### config.mk
export PLATFORM = sky130hd
export DESIGN_NAME = meu_base_reduce
export DESIGN_NICKNAME = d
export VERILOG_FILES = /design/src/hw/rtl/modular_exponentiation_unit_defines.svh /design/src/hw/rtl/meu_pkg.sv /design/src/hw/rtl/meu_base_reduce.sv
export SDC_FILE = /design/constraint.sdc
export NUM_CORES = 1
export LEC_CHECK = 0
export BUFFER_PORTS_ARGS = -buffer_cell sky130_fd_sc_hd__buf_2
export CAP_MARGIN = 20
export CORE_ASPECT_RATIO = 0.5
export CORE_MARGIN = 2
export CORE_UTILIZATION = 55
export CTS_BUF_LIST = sky130_fd_sc_hd__clkbuf_8 sky130_fd_sc_hd__clkbuf_16
export DETAILED_ROUTE_END_ITERATION = 10
export PLACE_DENSITY_LB_ADDON = 0.12
export SYNTH_ARGS = -nofsm -noshare
export SYNTH_HDL_FRONTEND = slang
export SYNTH_SLANG_ARGS = --single-unit
export TNS_END_PERCENT = 5
### constraint.sdc
create_clock -name clk -period 80.8 [get_ports clk]
set_input_delay 8.08 -clock clk [delete_from_list [all_inputs] [get_ports clk]]
set_output_delay 8.08 -clock clk [all_outputs]
set_load 0.005 [all_outputs]
### src/hw/rtl/modular_exponentiation_unit_defines.svh
// Assertion macros for the modular exponentiation unit.
// Both macros sample on clk and are disabled while rst_n is low.
`ifndef MODULAR_EXPONENTIATION_UNIT_DEFINES_SVH
`define MODULAR_EXPONENTIATION_UNIT_DEFINES_SVH

`ifndef SYNTHESIS
`define MEU_ASSERT(label, cond) \
  label: assert property (@(posedge clk) disable iff (!rst_n) (cond)) \
    else $error("meu assertion failed");
`define MEU_ASSERT_NEXT(label, ante, cons) \
  label: assert property (@(posedge clk) disable iff (!rst_n) (ante) |=> (cons)) \
    else $error("meu assertion failed");
`else
`define MEU_ASSERT(label, cond)
`define MEU_ASSERT_NEXT(label, ante, cons)
`endif

`endif

### src/hw/rtl/meu_pkg.sv
package meu_pkg;

  localparam int EXP_BITS      = 32;
  localparam int MOD_BITS      = 16;
  localparam int BASE_BITS     = 32;
  localparam int RES_BITS      = MOD_BITS;
  localparam int PROD_BITS     = 2 * MOD_BITS;
  localparam int HI_STEPS      = MOD_BITS - MOD_BITS / 2;
  localparam int LO_STEPS      = MOD_BITS / 2;
  localparam int BASE_CHUNK    = 8;
  localparam int BASE_STAGES   = (BASE_BITS + BASE_CHUNK - 1) / BASE_CHUNK;
  localparam int BASE_PAD_BITS = BASE_STAGES * BASE_CHUNK;
  localparam int IN_DATA_BITS  = ((BASE_BITS + 7) / 8) * 8;
  localparam int OUT_DATA_BITS = ((RES_BITS + 7) / 8) * 8;
  localparam int CFG_ADDR_BITS = 1;
  localparam int CFG_DATA_BITS = (EXP_BITS > MOD_BITS) ? EXP_BITS : MOD_BITS;

  localparam logic [EXP_BITS-1:0] EXP_RESET = EXP_BITS'(7);
  localparam logic [MOD_BITS-1:0] MOD_RESET = MOD_BITS'(16459);

  typedef enum logic [CFG_ADDR_BITS-1:0] {
    CFG_EXPONENT = 1'b0,
    CFG_MODULUS  = 1'b1
  } cfg_idx_t;

  // accumulator and running power of one item
  typedef struct packed {
    logic [MOD_BITS-1:0] acc;
    logic [MOD_BITS-1:0] pw;
  } ap_t;

  // one restoring step: shift in one bit, subtract m if it fits (shifted value >= m)
  function automatic logic [MOD_BITS-1:0] rem_step(input logic [MOD_BITS-1:0] rem,
                                                   input logic                b,
                                                   input logic [MOD_BITS-1:0] m);
    logic [MOD_BITS:0] t;
    t = {rem, b};
    if (t >= {1'b0, m}) begin
      t = t - {1'b0, m};
    end
    return t[MOD_BITS-1:0];
  endfunction

endpackage

### src/hw/rtl/meu_base_reduce.sv
module meu_base_reduce (
  input  logic                          clk,
  input  logic                          rst_n,
  input  logic                          en,
  input  logic [meu_pkg::MOD_BITS-1:0]  m,
  input  logic                          in_valid,
  input  logic [meu_pkg::BASE_BITS-1:0] in_base,
  output logic                          out_valid,
  output logic [meu_pkg::MOD_BITS-1:0]  out_rem
);

  logic [meu_pkg::BASE_STAGES-1:0]   v_r;
  logic [meu_pkg::MOD_BITS-1:0]      rem_r [meu_pkg::BASE_STAGES];
  logic [meu_pkg::BASE_PAD_BITS-1:0] sh_r  [meu_pkg::BASE_STAGES];

  for (genvar s = 0; s < meu_pkg::BASE_STAGES; s++) begin : g_stage
    logic                              v_in;
    logic [meu_pkg::MOD_BITS-1:0]      rem_in;
    logic [meu_pkg::BASE_PAD_BITS-1:0] sh_in;
    logic [meu_pkg::MOD_BITS-1:0]      rem_nxt;
    logic [meu_pkg::BASE_PAD_BITS-1:0] sh_nxt;

    if (s == 0) begin : g_first
      assign v_in   = in_valid;
      assign rem_in = '0;
      assign sh_in  = meu_pkg::BASE_PAD_BITS'(in_base);
    end else begin : g_next
      assign v_in   = v_r[s-1];
      assign rem_in = rem_r[s-1];
      assign sh_in  = sh_r[s-1];
    end

    always_comb begin
      rem_nxt = rem_in;
      for (int k = 0; k < meu_pkg::BASE_CHUNK; k++) begin
        rem_nxt = meu_pkg::rem_step(rem_nxt, sh_in[meu_pkg::BASE_PAD_BITS-1-k], m);
      end
      sh_nxt = sh_in << meu_pkg::BASE_CHUNK;
    end

    always_ff @(posedge clk) begin
      if (!rst_n) begin
        v_r[s] <= 1'b0;
      end else if (en) begin
        v_r[s] <= v_in;
      end
    end

    always_ff @(posedge clk) begin
      if (en) begin
        rem_r[s] <= rem_nxt;
        sh_r[s]  <= sh_nxt;
      end
    end
  end

  assign out_valid = v_r[meu_pkg::BASE_STAGES-1];
  assign out_rem   = rem_r[meu_pkg::BASE_STAGES-1];

endmodule

## Yosys cells after proc, flatten, opt, wreduce, memory -nomap -nowiden

Memory sizes are Yosys's and may differ from the RTL's.
Cells that the tools add are included.

| word-level totals | value |
|---|---|
| bits in registers | 4 |
| bits in latches | 0 |
| RAM bits | 160 |
| bits in read-only memories | 0 |
| input bits | 52 |
| word-level logic and storage cells | 104 |
| memories kept | 2 |

| cells by class | value |
|---|---|
| $add $sub $neg | 32 |
| multiply operators | 0 |
| div/mod/pow operators | 0 |
| magnitude comparators | 32 |
| equality and inequality tests | 0 |
| shift operators | 0 |
| multiplexer cells | 34 |
| bitwise gates (word level) | 0 |
| reduce and logical (&&, ||, !) cells | 0 |

Memories:

| memory | words | bits a word | rd ports | clocked after memory_dff | wr ports | line | text |
|---|---|---|---|---|---|---|---|
| sh_r | 4 | 24 | 3 | 0 | 4 | meu_base_reduce.sv:14 | `logic [meu_pkg::BASE_PAD_BITS-1:0] sh_r [meu_pkg::BASE_STAGES];` |
| rem_r | 4 | 16 | 4 | 0 | 4 | meu_base_reduce.sv:13 | `logic [meu_pkg::MOD_BITS-1:0] rem_r [meu_pkg::BASE_STAGES];` |

Operators with widths:

| kind | count |
|---|---|
| $ge 17x16->1 | 31 |
| $mux 16 | 32 |
| $sub 16x16->16 | 31 |
| $ge 1x16->1 | 1 |
| $sub 1x16->16 | 1 |
| $mux 1 | 2 |

## Depth between registers and ports, before layout

An unclocked memory read counts as a cell.

| depth | value |
|---|---|
| depth in word-level cells | 17 |
| depth in mapped cells | 116 |

## Worst setup path before layout

Ideal clock, no wire load.

| timing path | value |
|---|---|
| path kind | in2reg |
| from | input port m[1] (netlist name) |
| to | memory rem_r[1][8] (netlist name) (data pin) |
| setup time | 273 ps |
| data arrival time | 30544 ps |
| required time | 80527 ps |
| path slack | 49984 ps |
| stages | 112 |
| path buffers | 13 |
| path through | inv_1 > ha_1 > nor2b_1 > o211ai_1 > a211oi_2 > o31a_1 > buf_2 > clkbuf_1 > o21ai_0 > inv_1 > ha_1 > nor2b_1 > o31a_1 > o31ai_2 > o21a_1 > nor2_1 > nor2_1 > clkbuf_1 > (+76 left out) > clkbuf_1 > a21oi_1 > ha_1 > a21oi_1 > o21ai_0 > a21oi_1 > o21ai_0 > a21oi_1 > o21ai_0 > a21o_1 > nand2_1 > a21oi_1 > a31oi_1 > a21oi_1 > a21o_1 > a211oi_4 > buf_2 > o221ai_1 |

RTL lines:

| what | line | text |
|---|---|---|
| start, declared | meu_base_reduce.sv:5 | `input logic [meu_pkg::MOD_BITS-1:0] m,` |
| end, declared | meu_base_reduce.sv:13 |  |

==> out/metrics.yaml <==
status: "finished, final reports clean"
groute.layer.met2.usage_pct: 51.23
grt_pass1_vias: 28770
finalNetCount: 4628
cts_resized: 0
cts_buffers: 17
max_freq_mhz: 29.77
synth_ff_type: "edfxtp_1"
hold_path.class: "reg -> reg"
clock-root-buffer: "clkbuf_16"
min_period_ns: 33.59
fillCellCount: 5304
fin_tns_setup_ns: 0
place.gp.congestion: 1.021
post-route-period-util_pct: 41.57
placed_cell_area_sq_um: 33070
die_h_microns: 174.0
cp_common_cell: "o21ai_0"
grt_use_met1_pct: 43.99
grt_max_degree: 64
cp-end-kind: "flop"
wl_per_cell_microns: 20.33
cts_tree: "yes"
grt_first_pass_wirelength_microns: 153300
max_stage_delay_ns: 0.88
ys_warn_count: 0
cpMaxStageDelayCell: "a211oi_2"
stdcell_count: 4828
synth_cells: 3984
critical_path_class: "in -> reg"
synthToLayoutAreaGrowth_pct: 6.071
grt.total_usage_pct: 32.01
drc: 0
relSlewSlack_pct: 31.16
cts.sinks: 116
async_flop_share_pct: 0
worstPathArrival_ns: 33.82
syn_nets: 4565
cp_max_fo: 29
final_hold_viol_count: 0
finalMaxSlewViolations: 0
die-area_sq_um: 59840
vias: 30720
rows: 62
tightest_slew_ns: 1.031
grt_overflow: 0
start_util_pct: 55.51
setup_viol: 0
wl_microns: 98170
use_met3_pct: 4.735
clk_pin_slew_ns: 0.06
antenna_found_initial: 0
hold_buffers: 0
synth_edf_count: 112
clockBufferDepth: 2
n_antenna_cell: 0
netlist_area_sq_um: 31780
via_per_inst: 6.362
synth_seq_cells: 116
max_cap_violations: 0
io_buffers: 68
ys_seq_area_share_pct: 10.83
yosysUniqueCellTypes: 106
drive_above_1_share_pct: 12.32
fin_worst_skew_ns: 0.01422
post_cts_buffers: 0
fin_area_sq_um: 33710
clk_latency_ns: 0.47
drtIter0Drc: 2369
required_ns: 81.02
coreArea_sq_um: 57250
ioPinCount: 69
postRouteAntennaNets: 0
start_kind: "input port"
cts.htree.levels: 4
dr.pass1.iters: 6
avgSynthCellArea_sq_um: 7.977
utilization_pct: 58.88
rsz0062_at_grt: "no"
die_x_microns: 344.0
place_inst: 4794
grt_most_used_layer: "met2"
dp_hpwl_microns: 77220
[placed cells by master, fill, tap and decap left out, types with 93 or more instances in the layout]
master	instances
a21o_1	120
a21oi_1	325
edfxtp_1	112
ha_1	498
inv_1	238
mux2_2	251
nand2_1	313
nand4_1	93
nor2_1	295
o21ai_0	251
xnor2_1	204
xor2_1	125
[logic make-up after synthesis]
logic type,count (synthesis),share of synthesized area [%]
AOI/OAI and AO/OA,1156,24.04
xor gates and xnor gates,329,9.067
adders and majority gates,529,21.56
buffers and inverters,317,4.008
DFF,116,10.83
muxes,338,11.94
and+or+nand+nor,1199,18.56
[path summary, 6_finish.rpt]
check / startpoint / end / slack [ns] / cells past startpoint
setup / recovery: m[11] / rem_r[1][2] / 47.21 / 102
hold / removal: sh_r[1][9] / sh_r[2][17] / 0.42 / 0
setup reg to reg: rem_r[0][3] / rem_r[1][2] / 55.20 / 99
hold reg to reg: sh_r[1][9] / sh_r[2][17] / 0.42 / 0
[final cells by class]
type | instances | area (sq um) | share of cell area [%]
inverter | 249 | 934.6 | 2.773
clock buffer | 18 | 439.2 | 1.303
clock inverter | 14 | 171.4 | 0.5085
sequential | 116 | 3443 | 10.21
multi-input combinational | 3551 | 27070 | 80.31
timing repair buffer | 112 | 688.2 | 2.041
tap | 768 | 960.9 | 2.851
[worst max-delay path, delay by kind of cell]
kind,cells,cell delay [ns]
AO/OA/AOI/OAI,60,16.39
AND/OR/NAND/NOR,22,4.60
multiplexers,1,0.11
adder cells (fa/ha/maj),8,2.38
buffers and inverters,11,2.15
[cells in the mapped netlist (11+ instances only)]
library cell / instances / area [sq um]
a2111oi_0: 12 / 105.1
a211o_1: 15 / 131.4
a211oi_1: 33 / 247.7
a21boi_0: 43 / 322.8
a21o_1: 120 / 900.9
a21oi_1: 325 / 1627
a31oi_1: 38 / 237.7
and2_1: 25 / 156.4
and3_1: 26 / 162.7
buf_2: 28 / 140.1
clkbuf_1: 28 / 105.1
edfxtp_1: 112 / 3363
fa_1: 31 / 620.6
ha_1: 498 / 6231
inv_1: 249 / 934.7
mux2_1: 18 / 202.7
mux2_2: 251 / 2826
mux2_4: 11 / 165.2
mux2i_1: 55 / 550.5
nand2_1: 313 / 1175
nand2b_1: 60 / 375.4
nand3_1: 73 / 365.4
nand4_1: 93 / 581.8
nor2_1: 295 / 1107
nor2b_1: 87 / 544.3
nor3_1: 92 / 460.4
nor4_1: 38 / 237.7
o211ai_1: 16 / 120.1
o21a_1: 66 / 495.5
o21ai_0: 251 / 1256
o21ai_1: 15 / 75.07
o21bai_1: 35 / 262.8
o221ai_1: 20 / 175.2
o31a_1: 20 / 175.2
o31ai_1: 16 / 120.1
o41ai_1: 15 / 131.4
or2_2: 24 / 150.1
or3_1: 20 / 125.1
or4_1: 11 / 82.58
xnor2_1: 204 / 1787
xor2_1: 125 / 1095
[layer usage]
metal	routed length (microns)	vias to the layer above
li1	-	15050
met1	44890	14500
met2	43390	996
met3	6929	168
met4	2956	0
met5	0	-
[sequential cells by signal (all words and copies together) (netlist names)]
| name | flops |
|---|---|
| rem_r | 64 |
| sh_r | 48 |
| g_stage.v_in | 3 |
| out_valid | 1 |
[metrics by stage]
stage	hold WS, ns	setup slack (ns)
2_1_floorplan	0.4003	49.98
3_3_place_gp	0.4017	47.59
3_5_place_dp	0.4054	47.26
4_1_cts	0.4187	47.57
5_1_grt	0.4226	44.87
6_report	0.4165	47.21
Power is left out: the tool's default activity adds up to more than one toggle a clock period on the data nets, which glitch-free logic cannot reach.
