**src/hw/rtl/modular_exponentiation_unit_defines.svh**
```systemverilog
// Assertion macros for the modular exponentiation unit.
// Both macros sample on clk and are disabled while rst_n is low.
`ifndef MODULAR_EXPONENTIATION_UNIT_DEFINES_SVH
`define MODULAR_EXPONENTIATION_UNIT_DEFINES_SVH

`ifndef SYNTHESIS
`define MEU_ASSERT(label, cond) \
  label: assert property (@(posedge clk) disable iff (!rst_n) (cond)) \
    else $error("meu assertion failed");
`define MEU_ASSERT_NEXT(label, ante, cons) \
  label: assert property (@(posedge clk) disable iff (!rst_n) (ante) |=> (cons)) \
    else $error("meu assertion failed");
`else
`define MEU_ASSERT(label, cond)
`define MEU_ASSERT_NEXT(label, ante, cons)
`endif

`endif

```
**src/hw/rtl/meu_pkg.sv**
```systemverilog
package meu_pkg;

  localparam int EXP_BITS      = 32;
  localparam int MOD_BITS      = 16;
  localparam int BASE_BITS     = 32;
  localparam int RES_BITS      = MOD_BITS;
  localparam int PROD_BITS     = 2 * MOD_BITS;
  localparam int HI_STEPS      = MOD_BITS - MOD_BITS / 2;
  localparam int LO_STEPS      = MOD_BITS / 2;
  localparam int BASE_CHUNK    = 8;
  localparam int BASE_STAGES   = (BASE_BITS + BASE_CHUNK - 1) / BASE_CHUNK;
  localparam int BASE_PAD_BITS = BASE_STAGES * BASE_CHUNK;
  localparam int IN_DATA_BITS  = ((BASE_BITS + 7) / 8) * 8;
  localparam int OUT_DATA_BITS = ((RES_BITS + 7) / 8) * 8;
  localparam int CFG_ADDR_BITS = 1;
  localparam int CFG_DATA_BITS = (EXP_BITS > MOD_BITS) ? EXP_BITS : MOD_BITS;

  localparam logic [EXP_BITS-1:0] EXP_RESET = EXP_BITS'(7);
  localparam logic [MOD_BITS-1:0] MOD_RESET = MOD_BITS'(16459);

  typedef enum logic [CFG_ADDR_BITS-1:0] {
    CFG_EXPONENT = 1'b0,
    CFG_MODULUS  = 1'b1
  } cfg_idx_t;

  // accumulator and running power of one item
  typedef struct packed {
    logic [MOD_BITS-1:0] acc;
    logic [MOD_BITS-1:0] pw;
  } ap_t;

  // one restoring step: shift in one bit, subtract m if it fits (shifted value >= m)
  function automatic logic [MOD_BITS-1:0] rem_step(input logic [MOD_BITS-1:0] rem,
                                                   input logic                b,
                                                   input logic [MOD_BITS-1:0] m);
    logic [MOD_BITS:0] t;
    t = {rem, b};
    if (t >= {1'b0, m}) begin
      t = t - {1'b0, m};
    end
    return t[MOD_BITS-1:0];
  endfunction

endpackage

```
**src/hw/rtl/meu_exp_step.sv**
```systemverilog
module meu_exp_step (
  input  logic                         clk,
  input  logic                         rst_n,
  input  logic                         en,
  input  logic                         ebit,
  input  logic [meu_pkg::MOD_BITS-1:0] m,
  input  logic                         in_valid,
  input  meu_pkg::ap_t                 in_ap,
  output logic                         out_valid,
  output meu_pkg::ap_t                 out_ap
);

  // stage 1: full-width products
  logic                          v1_r;
  logic [meu_pkg::PROD_BITS-1:0] pa_r;
  logic [meu_pkg::PROD_BITS-1:0] pp_r;
  logic [meu_pkg::MOD_BITS-1:0]  acc1_r;

  // stage 2: high part of the reduction
  logic                          v2_r;
  logic [meu_pkg::MOD_BITS-1:0]  ra2_r;
  logic [meu_pkg::MOD_BITS-1:0]  rp2_r;
  logic [meu_pkg::LO_STEPS-1:0]  la2_r;
  logic [meu_pkg::LO_STEPS-1:0]  lp2_r;
  logic [meu_pkg::MOD_BITS-1:0]  acc2_r;

  // stage 3: low part and bit select
  logic                          v3_r;
  meu_pkg::ap_t                  ap3_r;

  logic [meu_pkg::PROD_BITS-1:0] pa_nxt;
  logic [meu_pkg::PROD_BITS-1:0] pp_nxt;
  logic [meu_pkg::MOD_BITS-1:0]  ra2_nxt;
  logic [meu_pkg::MOD_BITS-1:0]  rp2_nxt;
  logic [meu_pkg::MOD_BITS-1:0]  ra3;
  logic [meu_pkg::MOD_BITS-1:0]  rp3;
  meu_pkg::ap_t                  ap3_nxt;

  assign pa_nxt = meu_pkg::PROD_BITS'(in_ap.acc) * meu_pkg::PROD_BITS'(in_ap.pw);
  assign pp_nxt = meu_pkg::PROD_BITS'(in_ap.pw) * meu_pkg::PROD_BITS'(in_ap.pw);

  // high half of a product of two residues is already below m
  always_comb begin
    ra2_nxt = pa_r[meu_pkg::PROD_BITS-1:meu_pkg::MOD_BITS];
    rp2_nxt = pp_r[meu_pkg::PROD_BITS-1:meu_pkg::MOD_BITS];
    for (int k = 0; k < meu_pkg::HI_STEPS; k++) begin
      ra2_nxt = meu_pkg::rem_step(ra2_nxt, pa_r[meu_pkg::MOD_BITS-1-k], m);
      rp2_nxt = meu_pkg::rem_step(rp2_nxt, pp_r[meu_pkg::MOD_BITS-1-k], m);
    end
  end

  always_comb begin
    ra3 = ra2_r;
    rp3 = rp2_r;
    for (int k = 0; k < meu_pkg::LO_STEPS; k++) begin
      ra3 = meu_pkg::rem_step(ra3, la2_r[meu_pkg::LO_STEPS-1-k], m);
      rp3 = meu_pkg::rem_step(rp3, lp2_r[meu_pkg::LO_STEPS-1-k], m);
    end
    ap3_nxt.acc = ebit ? ra3 : acc2_r;
    ap3_nxt.pw  = rp3;
  end

  always_ff @(posedge clk) begin
    if (!rst_n) begin
      v1_r <= 1'b0;
      v2_r <= 1'b0;
      v3_r <= 1'b0;
    end else if (en) begin
      v1_r <= in_valid;
      v2_r <= v1_r;
      v3_r <= v2_r;
    end
  end

  always_ff @(posedge clk) begin
    if (en) begin
      pa_r   <= pa_nxt;
      pp_r   <= pp_nxt;
      acc1_r <= in_ap.acc;
      ra2_r  <= ra2_nxt;
      rp2_r  <= rp2_nxt;
      la2_r  <= pa_r[meu_pkg::LO_STEPS-1:0];
      lp2_r  <= pp_r[meu_pkg::LO_STEPS-1:0];
      acc2_r <= acc1_r;
      ap3_r  <= ap3_nxt;
    end
  end

  assign out_valid = v3_r;
  assign out_ap    = ap3_r;

endmodule

```
**config.mk**
```make
export PLATFORM = sky130hd
export DESIGN_NAME = meu_exp_step
export DESIGN_NICKNAME = d
export VERILOG_FILES = /design/src/hw/rtl/modular_exponentiation_unit_defines.svh /design/src/hw/rtl/meu_pkg.sv /design/src/hw/rtl/meu_exp_step.sv
export SDC_FILE = /design/constraint.sdc
export NUM_CORES = 2
export LEC_CHECK = 0
export BUFFER_PORTS_ARGS = -buffer_cell sky130_fd_sc_hd__buf_2
export CELL_PAD_IN_SITES_DETAIL_PLACEMENT = 1
export CELL_PAD_IN_SITES_GLOBAL_PLACEMENT = 2
export CORE_ASPECT_RATIO = 1.75
export CORE_MARGIN = 5
export CORE_UTILIZATION = 45
export CTS_BUF_LIST = sky130_fd_sc_hd__clkbuf_16
export DETAILED_ROUTE_END_ITERATION = 16
export PLACE_DENSITY = 0.9
export SLEW_MARGIN = 20
export SYNTH_ARGS = -nofsm -noshare
export SYNTH_HDL_FRONTEND = slang
export SYNTH_SLANG_ARGS = --single-unit
```
**constraint.sdc**
```tcl
create_clock -name clk -period 56.1 [get_ports clk]
set_input_delay 8.415 -clock clk [delete_from_list [all_inputs] [get_ports clk]]
set_output_delay 8.415 -clock clk [all_outputs]
set_load 0.01 [all_outputs]
```
* Word-level counts from Yosys, hierarchy flattened *
Cells that the tools add are included.

storage, ports and cells
  bits in registers = 179
  bits of input ports = 53
  output and inout bits = 33
  word-level logic and storage cells = 112

operators by class
  $add $sub $neg = 32
  $mul = 2
  order comparisons = 32
  muxes and demuxes = 33

operator list
  kind                                          number
  greater-or-equal comparator 17 x 16 -> 1 bit  32
  two-way mux 16 bit                            33
  subtractor 16 bit                             32
  multiplier 16 x 16 -> 32 bit                  2

* Logic depth before layout (Yosys ltp) *
  word-level depth = 17
  depth in mapped cells = 121
  depth with buffers taken out = 113

* Worst setup path before layout *
Ideal clock, no wire load.

  path kind = input to register
  start point = input m[1] in the netlist's numbering
  end point = register ap3_r, in the netlist out_ap[17], data pin
  library setup time = 0.260 ns
  arrival time = 32.282 ns
  required time = 55.840 ns
  slack = 23.558 ns
  cell stages on the path = 112
  path buffers = 12
  path through = inv_1 ha_1 nor2b_1 o31ai_2 a211oi_2 o31ai_1 o211ai_1 clkbuf_1 buf_1 o21ai_0 inv_1 ha_1 nand2b_1 a21oi_1 o311ai_1 a21oi_1 o22a_1 nand2_1 [76 not listed] a221oi_1 ha_1 o21ai_0 a21boi_0 o21ai_0 a21boi_0 o21ai_0 a21boi_0 o21ai_0 a21oi_1 o21ai_0 a21oi_1 nor3_1 o21ai_0 a211o_1 buf_2 mux2_1 mux2_2

RTL lines
  what                    RTL line            source
  start: declaration      meu_exp_step.sv:6   input logic [meu_pkg::MOD_BITS-1:0] m,
  end signal: assignment  meu_exp_step.sv:85  ap3_r <= ap3_nxt;
  end: declaration        meu_exp_step.sv:29  meu_pkg::ap_t ap3_r;

==> run metrics <==
status complete, no violations; Worst path most repeated cell o21ai_0; I/O pin cnt 86; CP endpoint kind register; top-area cell type share of the netlist area 0.182; CP delay by family, top compound AO/OA/AOI/OAI gates; largest net degree at the start of global routing 84; Syn-to-layout area delta 5.73%; CTS Root Cell clkbuf_16; number of setup buffers added after CTS 0; hold_sp pa_r[3]$_DFFE_PP_; Finished Layout Cells 7362; CP Buf/Inv Count 10; Final Hold Viols 0; CTS Buffer Depth 2; Setup crit start m[8]; Mapped Cells between 5k and 6k; Register-to-Register Path Depth 102; H-tree depth 4; Synth top cells by count ha_1 (717), inv_1 (681), nand2_1 (510), fa_1 (390), nor2_1 (374); worst skew pair latency between 500 and 600 ps; FFs w/ async S/R, synth 0; Sum Neg Setup Slack 0 ps; CTS tree built; share of cells above drive strength 1 0.0860; r2r setup slk 28080 ps; Clock Skew 27.5 ps; startpoint type of the worst setup path primary input; via count 44.1k; grt total ovfl 0; Post-CTS Hold Fix Bufs 0; worst rel slew slack 0.297; dpl cells 7330; die width about 260 um; max-slew violation count 0; HPWL after DPL 136 mm; worst min path class register to register; ANT cells 0; first-pass GRT wire length 262 mm; Max Clock Freq 27.7 MHz; worst min-delay path endpoint la2_r[3]$_DFFE_PP_; CP max stage delay 850 ps; Site Rows 160; CTS clk-pin slew, worst paths 100 ps; number of global-route vias before repair slightly below 50k; hold slack 424 ps; WL/cell 22.8 um; core area between 100000 and 150000 sq um; Min-Delay Path Depth 0; post-synth top area cell ha_1; max-cap violation count 0; Cell Area, Synth 49300 sq um; initial antenna violation count 1; fraction of the cycle the final worst path needs 0.643; WS Path Type primary input to register; Tot GR Track Use 0.283; clock sinks 177; sequential share of the synthesized area 0.107; DRC Markers 0; Die ar. between 100000 and 150000 sq um; Least-Margin Pin Slew 1050 ps; min Tclk post-route 36060 ps; vias per cell 5.98; Crit Path Max Fanout 25; slowest CP cell nor3_4; RSZ-0062 raised after global routing false; library cells used by synthesis 102; Yosys reg bits 177; Finish-stage setup viols 0; CP arrival 36350 ps; Nets 7051; EDFF count, synth 174; Initial Utilization 0.453; most frequent cell after synthesis ha_1; IO Port Bufs 85; # fillers 13.1k; Mapped Nets about 7k; Crit path required time 56390 ps; worst slack, placed 19890 ps; Placer Congestion about 0.90; reg2reg start ra2_r[0]$_DFFE_PP_; Die H 448 um; first-iteration detailed-routing DRC count 1603; top post-synthesis cells by area ha_1 (18%), fa_1 (16%), edfxtp_1 (11%); Inserted Clock Buffers 17; Primary FF master, synth edfxtp_1; Avg Synthesized Cell Area 8.41 sq um; synth warn 0; post-CTS resize count 0; reg-to-reg endpoint out_ap[17]$_DFFE_PP_; Final Worst Setup Slack about 20000 ps; TritonRoute pass-1 iters 6; Routed WL 168 mm; ANT nets after route 0
## per-stage QoR
step | cell area (sq um) | utilization
final | 52100 | 0.479
after global routing | 52100 | 0.479
after CTS | 52100 | 0.479
after detailed placement | 51500 | 0.474
after global placement | 51500 | 0.474
after floorplan | 49300 | -
## placed cells by master (no fill, tap or decap), drive strengths merged, types with 29 or more instances in the layout
master / n
and2: 190
inv: 687
xor2: 109
ha: 717
buf: 146
nand4: 88
mux2: 256
nand2: 512
nor2b: 119
o31ai: 38
o21bai: 41
o21a: 91
fa: 390
o21ai: 309
nand3: 85
mux2i: 67
or3: 30
and3: 39
nor4: 32
a21o: 132
a21oi: 370
a21boi: 59
a211oi: 37
o211ai: 29
nor3: 109
xnor2: 269
nor2: 378
nand2b: 62
edfxtp: 174
## registers in the layout (all words and copies together) (netlist names)
register	cells
v2_r	1
la2_r	8
acc1_r	16
rp2_r	16
pa_r	32
v1_r	1
out_valid	1
out_ap	32
ra2_r	16
lp2_r	7
acc2_r	16
pp_r	31
## metal layers
| metal | routed length, um | track usage | part of all wire | vias to the layer above |
|---|---|---|---|---|
| met1 | 59200 | 0.275 | 0.35 | 22100 |
| met4 | 11800 | 0.170 | 0.071 | 0 |
| li1 | - | - | - | 20600 |
| met2 | 92900 | 0.569 | 0.55 | 813 |
| met3 | 3630 | 0.0211 | 0.022 | 509 |
| met5 | 0 | 0 | 0 | - |
## cell type report
class                           count  area, sq um  area share
Clock buffer                       17          425     0.00816
Clock inverter                     15          203     0.00389
Inverter                          681         2560      0.0491
Multi-Input combinational cell   4867        40900       0.785
Sequential cell                   177         5290       0.101
Tap cell                         1458         1820      0.0350
Timing Repair Buffer              147          900      0.0173
## kinds of logic after synthesis
family,Yosys count,synth area share
XOR/XNOR,378,0.0672
flip-flops,177,0.107
AO/OA/AOI/OAI,1338,0.178
buffers and inverters,816,0.0628
AND/OR/NAND/NOR,1721,0.172
adder cells (fa/ha/maj),1107,0.340
multiplexers,323,0.0730
## how the worst max path moves through the flow
stage                                end  slack (ps)  cells past startpoint
finish               out_ap[2]$_DFFE_PP_       20040                    106
global route         out_ap[2]$_DFFE_PP_       18120                    105
CTS                  out_ap[2]$_DFFE_PP_       20260                    105
detailed placement   out_ap[2]$_DFFE_PP_       19890                    105
global placement     out_ap[2]$_DFFE_PP_       20260                    102
floorplan           out_ap[17]$_DFFE_PP_       23560                    112
Power is not shown: default switching activity piles up to over one toggle a cycle in this logic, so the estimate is an artifact.
